$ cat src/hdl/aes_pkg.sv
// Package with AES types, S-box tables and GF(2^8) helpers.
package aes_pkg;

  localparam int unsigned BLOCK_W = 128;
  localparam int unsigned WORD_W  = 32;

  typedef logic [7:0]   byte_t;
  typedef logic [31:0]  word_t;
  typedef logic [127:0] block_t;

  typedef enum logic [1:0] {
    KS_128 = 2'd0,
    KS_192 = 2'd1,
    KS_256 = 2'd2
  } key_size_t;

  localparam logic [2:0] REG_KEY_SIZE = 3'd0;
  localparam logic [2:0] REG_KEY_W0   = 3'd1;
  localparam logic [2:0] REG_KEY_W1   = 3'd2;
  localparam logic [2:0] REG_KEY_W2   = 3'd3;
  localparam logic [2:0] REG_KEY_W3   = 3'd4;

  localparam logic CMD_ENCRYPT = 1'b0;
  localparam logic CMD_DECRYPT = 1'b1;

  // Control from the sequencer to the round datapath.
  typedef struct packed {
    logic load;      // take in the block and XOR the first round key
    logic step;      // run one full round
    logic decrypt;   // inverse cipher
    logic last;      // this round skips MixColumns
  } rnd_ctrl_t;

  function automatic byte_t xtime(input byte_t a);
    xtime = a[7] ? ((a << 1) ^ 8'h1b) : (a << 1);
  endfunction

  function automatic byte_t sbox(input byte_t x);
    byte_t t [256];
    t = '{
      8'h63,8'h7c,8'h77,8'h7b,8'hf2,8'h6b,8'h6f,8'hc5,8'h30,8'h01,8'h67,8'h2b,8'hfe,8'hd7,8'hab,8'h76,
      8'hca,8'h82,8'hc9,8'h7d,8'hfa,8'h59,8'h47,8'hf0,8'had,8'hd4,8'ha2,8'haf,8'h9c,8'ha4,8'h72,8'hc0,
      8'hb7,8'hfd,8'h93,8'h26,8'h36,8'h3f,8'hf7,8'hcc,8'h34,8'ha5,8'he5,8'hf1,8'h71,8'hd8,8'h31,8'h15,
      8'h04,8'hc7,8'h23,8'hc3,8'h18,8'h96,8'h05,8'h9a,8'h07,8'h12,8'h80,8'he2,8'heb,8'h27,8'hb2,8'h75,
      8'h09,8'h83,8'h2c,8'h1a,8'h1b,8'h6e,8'h5a,8'ha0,8'h52,8'h3b,8'hd6,8'hb3,8'h29,8'he3,8'h2f,8'h84,
      8'h53,8'hd1,8'h00,8'hed,8'h20,8'hfc,8'hb1,8'h5b,8'h6a,8'hcb,8'hbe,8'h39,8'h4a,8'h4c,8'h58,8'hcf,
      8'hd0,8'hef,8'haa,8'hfb,8'h43,8'h4d,8'h33,8'h85,8'h45,8'hf9,8'h02,8'h7f,8'h50,8'h3c,8'h9f,8'ha8,
      8'h51,8'ha3,8'h40,8'h8f,8'h92,8'h9d,8'h38,8'hf5,8'hbc,8'hb6,8'hda,8'h21,8'h10,8'hff,8'hf3,8'hd2,
      8'hcd,8'h0c,8'h13,8'hec,8'h5f,8'h97,8'h44,8'h17,8'hc4,8'ha7,8'h7e,8'h3d,8'h64,8'h5d,8'h19,8'h73,
      8'h60,8'h81,8'h4f,8'hdc,8'h22,8'h2a,8'h90,8'h88,8'h46,8'hee,8'hb8,8'h14,8'hde,8'h5e,8'h0b,8'hdb,
      8'he0,8'h32,8'h3a,8'h0a,8'h49,8'h06,8'h24,8'h5c,8'hc2,8'hd3,8'hac,8'h62,8'h91,8'h95,8'he4,8'h79,
      8'he7,8'hc8,8'h37,8'h6d,8'h8d,8'hd5,8'h4e,8'ha9,8'h6c,8'h56,8'hf4,8'hea,8'h65,8'h7a,8'hae,8'h08,
      8'hba,8'h78,8'h25,8'h2e,8'h1c,8'ha6,8'hb4,8'hc6,8'he8,8'hdd,8'h74,8'h1f,8'h4b,8'hbd,8'h8b,8'h8a,
      8'h70,8'h3e,8'hb5,8'h66,8'h48,8'h03,8'hf6,8'h0e,8'h61,8'h35,8'h57,8'hb9,8'h86,8'hc1,8'h1d,8'h9e,
      8'he1,8'hf8,8'h98,8'h11,8'h69,8'hd9,8'h8e,8'h94,8'h9b,8'h1e,8'h87,8'he9,8'hce,8'h55,8'h28,8'hdf,
      8'h8c,8'ha1,8'h89,8'h0d,8'hbf,8'he6,8'h42,8'h68,8'h41,8'h99,8'h2d,8'h0f,8'hb0,8'h54,8'hbb,8'h16
    };
    sbox = t[x];
  endfunction

  function automatic byte_t rev_sbox(input byte_t y);
    byte_t t [256];
    t = '{
      8'h52,8'h09,8'h6a,8'hd5,8'h30,8'h36,8'ha5,8'h38,8'hbf,8'h40,8'ha3,8'h9e,8'h81,8'hf3,8'hd7,8'hfb,
      8'h7c,8'he3,8'h39,8'h82,8'h9b,8'h2f,8'hff,8'h87,8'h34,8'h8e,8'h43,8'h44,8'hc4,8'hde,8'he9,8'hcb,
      8'h54,8'h7b,8'h94,8'h32,8'ha6,8'hc2,8'h23,8'h3d,8'hee,8'h4c,8'h95,8'h0b,8'h42,8'hfa,8'hc3,8'h4e,
      8'h08,8'h2e,8'ha1,8'h66,8'h28,8'hd9,8'h24,8'hb2,8'h76,8'h5b,8'ha2,8'h49,8'h6d,8'h8b,8'hd1,8'h25,
      8'h72,8'hf8,8'hf6,8'h64,8'h86,8'h68,8'h98,8'h16,8'hd4,8'ha4,8'h5c,8'hcc,8'h5d,8'h65,8'hb6,8'h92,
      8'h6c,8'h70,8'h48,8'h50,8'hfd,8'hed,8'hb9,8'hda,8'h5e,8'h15,8'h46,8'h57,8'ha7,8'h8d,8'h9d,8'h84,
      8'h90,8'hd8,8'hab,8'h00,8'h8c,8'hbc,8'hd3,8'h0a,8'hf7,8'he4,8'h58,8'h05,8'hb8,8'hb3,8'h45,8'h06,
      8'hd0,8'h2c,8'h1e,8'h8f,8'hca,8'h3f,8'h0f,8'h02,8'hc1,8'haf,8'hbd,8'h03,8'h01,8'h13,8'h8a,8'h6b,
      8'h3a,8'h91,8'h11,8'h41,8'h4f,8'h67,8'hdc,8'hea,8'h97,8'hf2,8'hcf,8'hce,8'hf0,8'hb4,8'he6,8'h73,
      8'h96,8'hac,8'h74,8'h22,8'he7,8'had,8'h35,8'h85,8'he2,8'hf9,8'h37,8'he8,8'h1c,8'h75,8'hdf,8'h6e,
      8'h47,8'hf1,8'h1a,8'h71,8'h1d,8'h29,8'hc5,8'h89,8'h6f,8'hb7,8'h62,8'h0e,8'haa,8'h18,8'hbe,8'h1b,
      8'hfc,8'h56,8'h3e,8'h4b,8'hc6,8'hd2,8'h79,8'h20,8'h9a,8'hdb,8'hc0,8'hfe,8'h78,8'hcd,8'h5a,8'hf4,
      8'h1f,8'hdd,8'ha8,8'h33,8'h88,8'h07,8'hc7,8'h31,8'hb1,8'h12,8'h10,8'h59,8'h27,8'h80,8'hec,8'h5f,
      8'h60,8'h51,8'h7f,8'ha9,8'h19,8'hb5,8'h4a,8'h0d,8'h2d,8'he5,8'h7a,8'h9f,8'h93,8'hc9,8'h9c,8'hef,
      8'ha0,8'he0,8'h3b,8'h4d,8'hae,8'h2a,8'hf5,8'hb0,8'hc8,8'heb,8'hbb,8'h3c,8'h83,8'h53,8'h99,8'h61,
      8'h17,8'h2b,8'h04,8'h7e,8'hba,8'h77,8'hd6,8'h26,8'he1,8'h69,8'h14,8'h63,8'h55,8'h21,8'h0c,8'h7d
    };
    rev_sbox = t[y];
  endfunction

  function automatic word_t sub_word(input word_t w);
    sub_word = {sbox(w[31:24]), sbox(w[23:16]), sbox(w[15:8]), sbox(w[7:0])};
  endfunction

endpackage

$ cat src/hdl/aes_key_mem.sv
// Key schedule: expands the key into a round-key memory on each expand request.
module aes_key_mem (
  input  logic                 clk,
  input  logic                 rst,
  input  logic                 expand,      // restart expansion from the key registers
  input  aes_pkg::key_size_t   key_size,
  input  logic [255:0]         key,
  input  logic [3:0]           rd_round,
  output logic [127:0]         rd_key,      // registered from rd_round
  output logic                 ready,
  output logic [3:0]           num_rounds
);
  import aes_pkg::*;

  // Round keys stored one 32-bit word per entry; four banks give one 128-bit read.
  word_t bank0 [15];
  word_t bank1 [15];
  word_t bank2 [15];
  word_t bank3 [15];

  word_t      hist [8];
  logic [5:0] idx;              // next word to produce
  logic [3:0] pos;              // idx mod nk for the derived words
  byte_t      rc;
  logic       busy;
  logic [3:0] nk;
  logic [5:0] total;

  word_t prev, t, nw;

  always_comb begin
    unique case (key_size)
      KS_128: begin nk = 4'd4; num_rounds = 4'd10; end
      KS_192: begin nk = 4'd6; num_rounds = 4'd12; end
      default: begin nk = 4'd8; num_rounds = 4'd14; end
    endcase
    total = {num_rounds + 4'd1, 2'b00};
  end

  // hist[0] is the newest word, hist[nk-1] the word nk steps back.
  always_comb begin
    prev = hist[0];
    t    = prev;
    if (pos == 4'd0) begin
      t = sub_word({prev[23:0], prev[31:24]}) ^ {rc, 24'h0};
    end else if (nk == 4'd8 && pos == 4'd4) begin
      t = sub_word(prev);
    end
    nw = hist[nk[2:0] - 3'd1] ^ t;
  end

  logic       wr_en;
  logic [5:0] wr_idx;
  word_t      wr_data;

  always_ff @(posedge clk) begin
    if (rst) begin
      busy <= 1'b0;
      ready <= 1'b0;
      idx <= '0;
      pos <= '0;
      rc <= 8'h01;
      wr_en <= 1'b0;
    end else begin
      wr_en <= 1'b0;
      if (expand) begin
        busy  <= 1'b1;
        ready <= 1'b0;
        idx   <= '0;
        pos   <= '0;
        rc    <= 8'h01;
      end else if (busy) begin
        wr_en  <= 1'b1;
        wr_idx <= idx;
        if (idx < {2'b00, nk}) begin
          // Load the key words as they are.
          wr_data <= key[255 - 32*idx[2:0] -: 32];
          for (int i = 7; i > 0; i--) hist[i] <= hist[i-1];
          hist[0] <= key[255 - 32*idx[2:0] -: 32];
        end else begin
          wr_data <= nw;
          for (int i = 7; i > 0; i--) hist[i] <= hist[i-1];
          hist[0] <= nw;
          if (pos == 4'd0) rc <= xtime(rc);
        end
        pos <= (idx < {2'b00, nk}) ? ((idx + 6'd1 == {2'b00, nk}) ? 4'd0 : 4'd0)
             : ((pos + 4'd1 == nk) ? 4'd0 : pos + 4'd1);
        if (idx + 6'd1 == total) begin
          busy  <= 1'b0;
          ready <= 1'b1;
        end
        idx <= idx + 6'd1;
      end
    end
  end

  always_ff @(posedge clk) begin
    if (wr_en) begin
      unique case (wr_idx[1:0])
        2'd0: bank0[wr_idx[5:2]] <= wr_data;
        2'd1: bank1[wr_idx[5:2]] <= wr_data;
        2'd2: bank2[wr_idx[5:2]] <= wr_data;
        default: bank3[wr_idx[5:2]] <= wr_data;
      endcase
    end
    rd_key <= {bank0[rd_round], bank1[rd_round], bank2[rd_round], bank3[rd_round]};
  end

endmodule

$ cat config.mk
export PLATFORM = sky130hd
export DESIGN_NAME = aes_key_mem
export DESIGN_NICKNAME = d
export VERILOG_FILES = /design/src/hdl/aes_pkg.sv /design/src/hdl/aes_key_mem.sv
export SDC_FILE = /design/constraint.sdc
export NUM_CORES = 2
export LEC_CHECK = 0
export BUFFER_PORTS_ARGS = -buffer_cell sky130_fd_sc_hd__buf_4
export CAP_MARGIN = 20
export CORE_MARGIN = 1
export CORE_UTILIZATION = 45
export DETAILED_ROUTE_END_ITERATION = 10
export SYNTH_ARGS = -nofsm -noshare
export SYNTH_HDL_FRONTEND = slang
export SYNTH_SLANG_ARGS = --single-unit
$ cat constraint.sdc
create_clock -name clk -period 19.15 [get_ports clk]
set_input_delay 0 -clock clk [delete_from_list [all_inputs] [get_ports clk]]
set_output_delay 0 -clock clk [all_outputs]
set_load 0.05 [all_outputs]
Word level (Yosys, flattened, before mapping)
Memory sizes are Yosys's and may differ from the RTL's. A register that Yosys moved wholly into a read port is not among the register bits. Cells that the tools add are included.

Add/sub/neg operators: 5. $lt $le $gt $ge: 5. Reduce and logical (&&, ||, !) cells: 9. Shifts and indexed selects: 1. Muxes and demuxes: 50. Eq/ne operators: 7. Bitwise operators: 18.

Operator list (count): 2-to-1 mux 32 bit (11); indexed part select 287 x 33 -> 32 bit (1); 2-to-1 mux 8 bit (8); bitwise XOR 32 bit (2); greater-or-equal comparator 9 bit (second input constant) (4); NOT 8 -> 9 bit (4); 2-to-1 mux 1 bit (26); subtractor 8 x 8 -> 9 bit (first input constant) (1); adder 4 x 1 -> 4 bit (second input constant) (2); 2-to-1 mux 4 bit (2); OR 1 bit (8); case mux 4 bit (2 select lines) (1); adder 6 x 1 -> 6 bit (second input constant) (1); equality test 6 bit (1); less-than comparator 6 x 4 -> 1 bit (1); case mux 3 bit (2 select lines) (1); AND reduction 3 bit (2); 2-to-1 mux 5 bit (1); equality test 2 x 1 -> 1 bit (second input constant) (2); equality test 4 x 3 -> 1 bit (second input constant) (1); equality test 4 bit (1); equality test 4 bit (second input constant) (1); logical NOT 2 bit (2); logical NOT 4 bit (1); other kinds (8) (10).

RAM bits: 2176. Output and inout port bits: 133. Register bits: 59. Memories: 9. Bits in read-only memories: 8192.

Memory list: (no name shown) (depth 256, width 8, read ports 1, clocked after memory_dff 0, wr ports 0, RTL line aes_pkg.sv:58) `sbox = t[x];`; (no name shown) (depth 256, width 8, read ports 1, clocked after memory_dff 0, wr ports 0, RTL line aes_pkg.sv:58); (no name shown) (depth 256, width 8, read ports 1, clocked after memory_dff 0, wr ports 0, RTL line aes_pkg.sv:58); (no name shown) (depth 256, width 8, read ports 1, clocked after memory_dff 0, wr ports 0, RTL line aes_pkg.sv:58); bank0 (depth 15, width 32, read ports 1, clocked after memory_dff 1, wr ports 1, RTL line aes_key_mem.sv:16) `word_t bank0 [15];`; bank1 (depth 15, width 32, read ports 1, clocked after memory_dff 1, wr ports 1, RTL line aes_key_mem.sv:17) `word_t bank1 [15];`; +3 memories.

Logic depth before layout (Yosys ltp)
Depth in word-level cells: 9. Mapped depth: 14. Depth with buffers taken out: 11.

Worst setup path after synthesis
No wires, ideal clock.

Path type: register to register. Start point: register busy. End point: memory hist[0][20] in the netlist's numbering, data pin. Stages on the path, launching flop included: 6. Path buffers: 1. Path slack: 5.468 ns. Clock period less this slack: 13.682 ns. Data arrival time: 13.422 ns. Required time: 18.890 ns. Cell sequence: dfxtp_1 inv_1 nor2_1 nand2_1 clkbuf_1 mux2_2.

RTL lines: start: declaration (RTL line aes_key_mem.sv:25) `logic busy;`; start signal: assignment (RTL line aes_key_mem.sv:58) `busy <= 1'b0;`; start signal: assignment (RTL line aes_key_mem.sv:67) `busy <= 1'b1;`; start signal: assignment (RTL line aes_key_mem.sv:89) `busy <= 1'b0;`; end: declaration (RTL line aes_key_mem.sv:21) `word_t hist [8];`.

==> impl_metrics.json <==
{
  "status": "complete, no violations",
  "clock-root-buffer": "clkbuf_16",
  "core_mm2": 0.227,
  "rr_startpoint": "hist[0][19]$_DFFE_PP_",
  "slew_headroom_pct": 22.6,
  "ys_warn_count": 0,
  "drtIter0Drc": 7742,
  "rsz0062_at_grt": "no",
  "drc_errors": 0,
  "rr_worst_depth": 11,
  "fp.dieW_um": 480,
  "p_seq_share_pct": 52.0,
  "grt_overflow": 0,
  "clock_skew_ns": 0.0841,
  "syn2layout_area_growth_pct": 14.6,
  "final_layout_size_suffix_gt1_share_pct": 24.4,
  "cts_buffer_depth": 3,
  "hold_viol_final": 0,
  "place_area_mm2": 0.110,
  "pwr-share-clk_pct": 39.9,
  "cp_max_fo": 71,
  "start_util_pct": 45.3,
  "p_leak_nw": 38.5,
  "p_comb_share_pct": 8.0,
  "setup_tns_ns": 0,
  "period_share_pct": 24.8,
  "rows": 175,
  "timing.fmax_ghz": 0.211,
  "synth.most_common_cell": "edfxtp_1",
  "viasPerCell": 6.24,
  "cts_hold_buf": 102,
  "power_mw": 11.0,
  "htree_levels": 4,
  "worstSetupPathType": "reg2reg",
  "dieArea_mm2": 0.231,
  "cap_violations": 0,
  "cts.clk_slew.worst_paths_ns": 0.06,
  "clkSinkCount": 2363,
  "yosys.area.top_type": "edfxtp_1",
  "nets": 6995,
  "cts_tree": "built",
  "required_ns": 19.72,
  "r2r-end": "hist[0][30]$_DFFE_PP_",
  "ctsResizeCount": 0,
  "synth.ff_latch_count": 2363,
  "synthTopCellsByArea": "edfxtp_1 65%, mux4_2 13%, dfxtp_1 2.9%",
  "gp_congestion": 0.958,
  "seq_area_mm2": 0.0695,
  "crit_path_end_kind": "register",
  "postLayoutCellArea_mm2": 0.118,
  "pin_count": 398,
  "synth.top_cell.area_share_pct": 64.6,
  "vdd_drop_max_mv": 0.101,
  "synth_edf_count": 2214,
  "hold_path_class": "in2reg",
  "final_antenna_net_count": 0,
  "cp-endpoint": "hist[0][30]$_DFFE_PP_",
  "worst_pin_slew_ns": 1.14,
  "antenna_found_initial": 13,
  "grt_util_all_layers_pct": 26.0,
  "crit_start": "hist[0][19]$_DFFE_PP_",
  "grt_max_degree": 160,
  "clk_latency_ns": 0.86,
  "dpl.hpwl_um": 179000,
  "p_sw_share_pct": 22.7,
  "async_reset_ff_share_pct": 0,
  "reg2reg_slack_ns": 14.40,
  "num_vias": 61700,
  "grt_pass1_wl_um": 434000,
  "syn_avg_cell_area_um2": 16.5,
  "routed_wl_um": 303000,
  "cp-start-kind": "register",
  "firstDrtPassIters": 7,
  "switching_power_mw": 2.48,
  "fin_util_pct": 51.9,
  "postSynthCellCount": 6236,
  "grt_pass1_vias": 60500,
  "die_y_um": 480,
  "drt-wirelength-per-cell_um": 30.7,
  "syn_area_mm2": 0.103,
  "postCtsSetupRepairBufs": 0,
  "synth_top_flop_cell": "edfxtp_1",
  "yosysSeqAreaShare_pct": 67.5,
  "numPortBuffers": 395,
  "synth_nets": 6567,
  "p_per_area_mw_per_mm2": 92.8,
  "multi_input_area_mm2": 0.0317,
  "fillers": 18500,
  "cts_buffers": 227,
  "internal-power_mw": 8.47,
  "setup_viol": 0,
  "synth_cell_types": 100,
  "worstPathArrival_ns": 5.32,
  "fin_crit_ns": 4.75,
  "drv_slew": 0,
  "synthTopCellsByCount": "2214 x edfxtp_1, 609 x mux4_2, 323 x nand2_1, 302 x o21ai_0, 295 x nor2_1"
}
layer usage:
| layer | track usage, % | vias to the layer above | wire, µm |
|---|---|---|---|
| li1 | - | 26000 | - |
| met1 | 36.5 | 32000 | 125000 |
| met2 | 41.1 | 3094 | 144000 |
| met3 | 3.92 | 560 | 22500 |
| met4 | 9.81 | 4 | 11800 |
| met5 | 0 | - | 27 |
logic make-up (layout without fill, tap and decap cells):
logic type	count (synthesis)	count (layout)	share of synthesized area, %
AOI/OAI and AO/OA	1098	1098	7.12
xor gates and xnor gates	65	65	0.553
adders and majority gates	66	66	0.802
buffers and inverters	551	1183	2.25
DFF	2363	2363	67.5
muxes	899	899	16.2
other	2	7	0.00729
and+or+nand+nor	1192	1192	5.62
cell type report:
type / instances / area share, %
Sequential cell: 2363 / 58.9
Multi-Input combinational cell: 3322 / 26.8
Clock buffer: 329 / 5.45
Timing Repair Buffer: 692 / 4.65
Tap cell: 3009 / 3.19
Clock inverter: 104 / 0.805
Inverter: 58 / 0.184
Antenna cell: 5 / 0.0106
flip-flops by register name, indices dropped and copies added (netlist names), 8 cells and up:
signal,flops
bank3,480
rc,8
rd_key,128
bank1,480
wr_data,32
bank2,480
hist,256
bank0,480
critical path, cell delays in order, from the launching register on:
cell,delay (ns)
edfxtp_1,0.32
buf_4,0.51
buf_4,0.68
inv_1,0.47
o311a_1,0.44
a2111oi_0,0.59
a311oi_1,0.11
a211oi_1,0.47
nor2_1,0.12
xnor2_1,0.29
mux2i_1,0.30
o31ai_1,0.11
stage by stage:
step	hold slack (ns)	setup WS, ns	std cells
floorplan	0.0724	5.47	6236
finish	0.0691	14.40	9882
global route	0.0458	14.19	9879
detailed placement	0.236	14.55	9342
global placement	0.237	14.56	9342
CTS	0.00000971	14.50	9877
power groups by stage:
stage	clock network [mW]	registers, mW	logic (mW)
2_1_floorplan	0	5.90	0.445
3_3_place_gp	0	5.81	0.855
3_5_place_dp	0	5.81	0.855
4_1_cts	4.45	5.70	0.878
5_1_grt	4.63	5.70	0.927
6_report	4.37	5.70	0.881
worst min-delay path by stage:
stage,startpoint,to,cells past startpoint
3_3_place_gp,rst,busy$_SDFF_PP0_,2
2_1_floorplan,rst,busy$_SDFF_PP0_,1
6_report,key[242],hist[0][18]$_DFFE_PP_,4
4_1_cts,key[206],hist[0][14]$_DFFE_PP_,5
3_5_place_dp,rst,busy$_SDFF_PP0_,2
5_1_grt,key[82],wr_data[18]$_DFFE_PP_,4
placed cells by master (no fill, tap or decap), types with 66 or more instances in the layout:
| cell | synthesis | routed |
|---|---|---|
| nor3_1 | 96 | 96 |
| dfxtp_1 | 149 | 146 |
| o21ai_0 | 302 | 302 |
| mux2i_1 | 253 | 253 |
| a21oi_1 | 229 | 229 |
| edfxtp_1 | 2214 | 2214 |
| clkbuf_1 | 282 | 69 |
| clkbuf_16 | 0 | 230 |
| nand3_1 | 91 | 90 |
| mux4_2 | 609 | 609 |
| buf_4 | 19 | 585 |
| nand2b_1 | 89 | 89 |
| ha_1 | 66 | 66 |
| nand2_1 | 323 | 322 |
| dlygate4sd3_1 | 0 | 102 |
| nor2_1 | 295 | 233 |
| nor2b_1 | 108 | 108 |
Power figures use the tool's default switching activity.
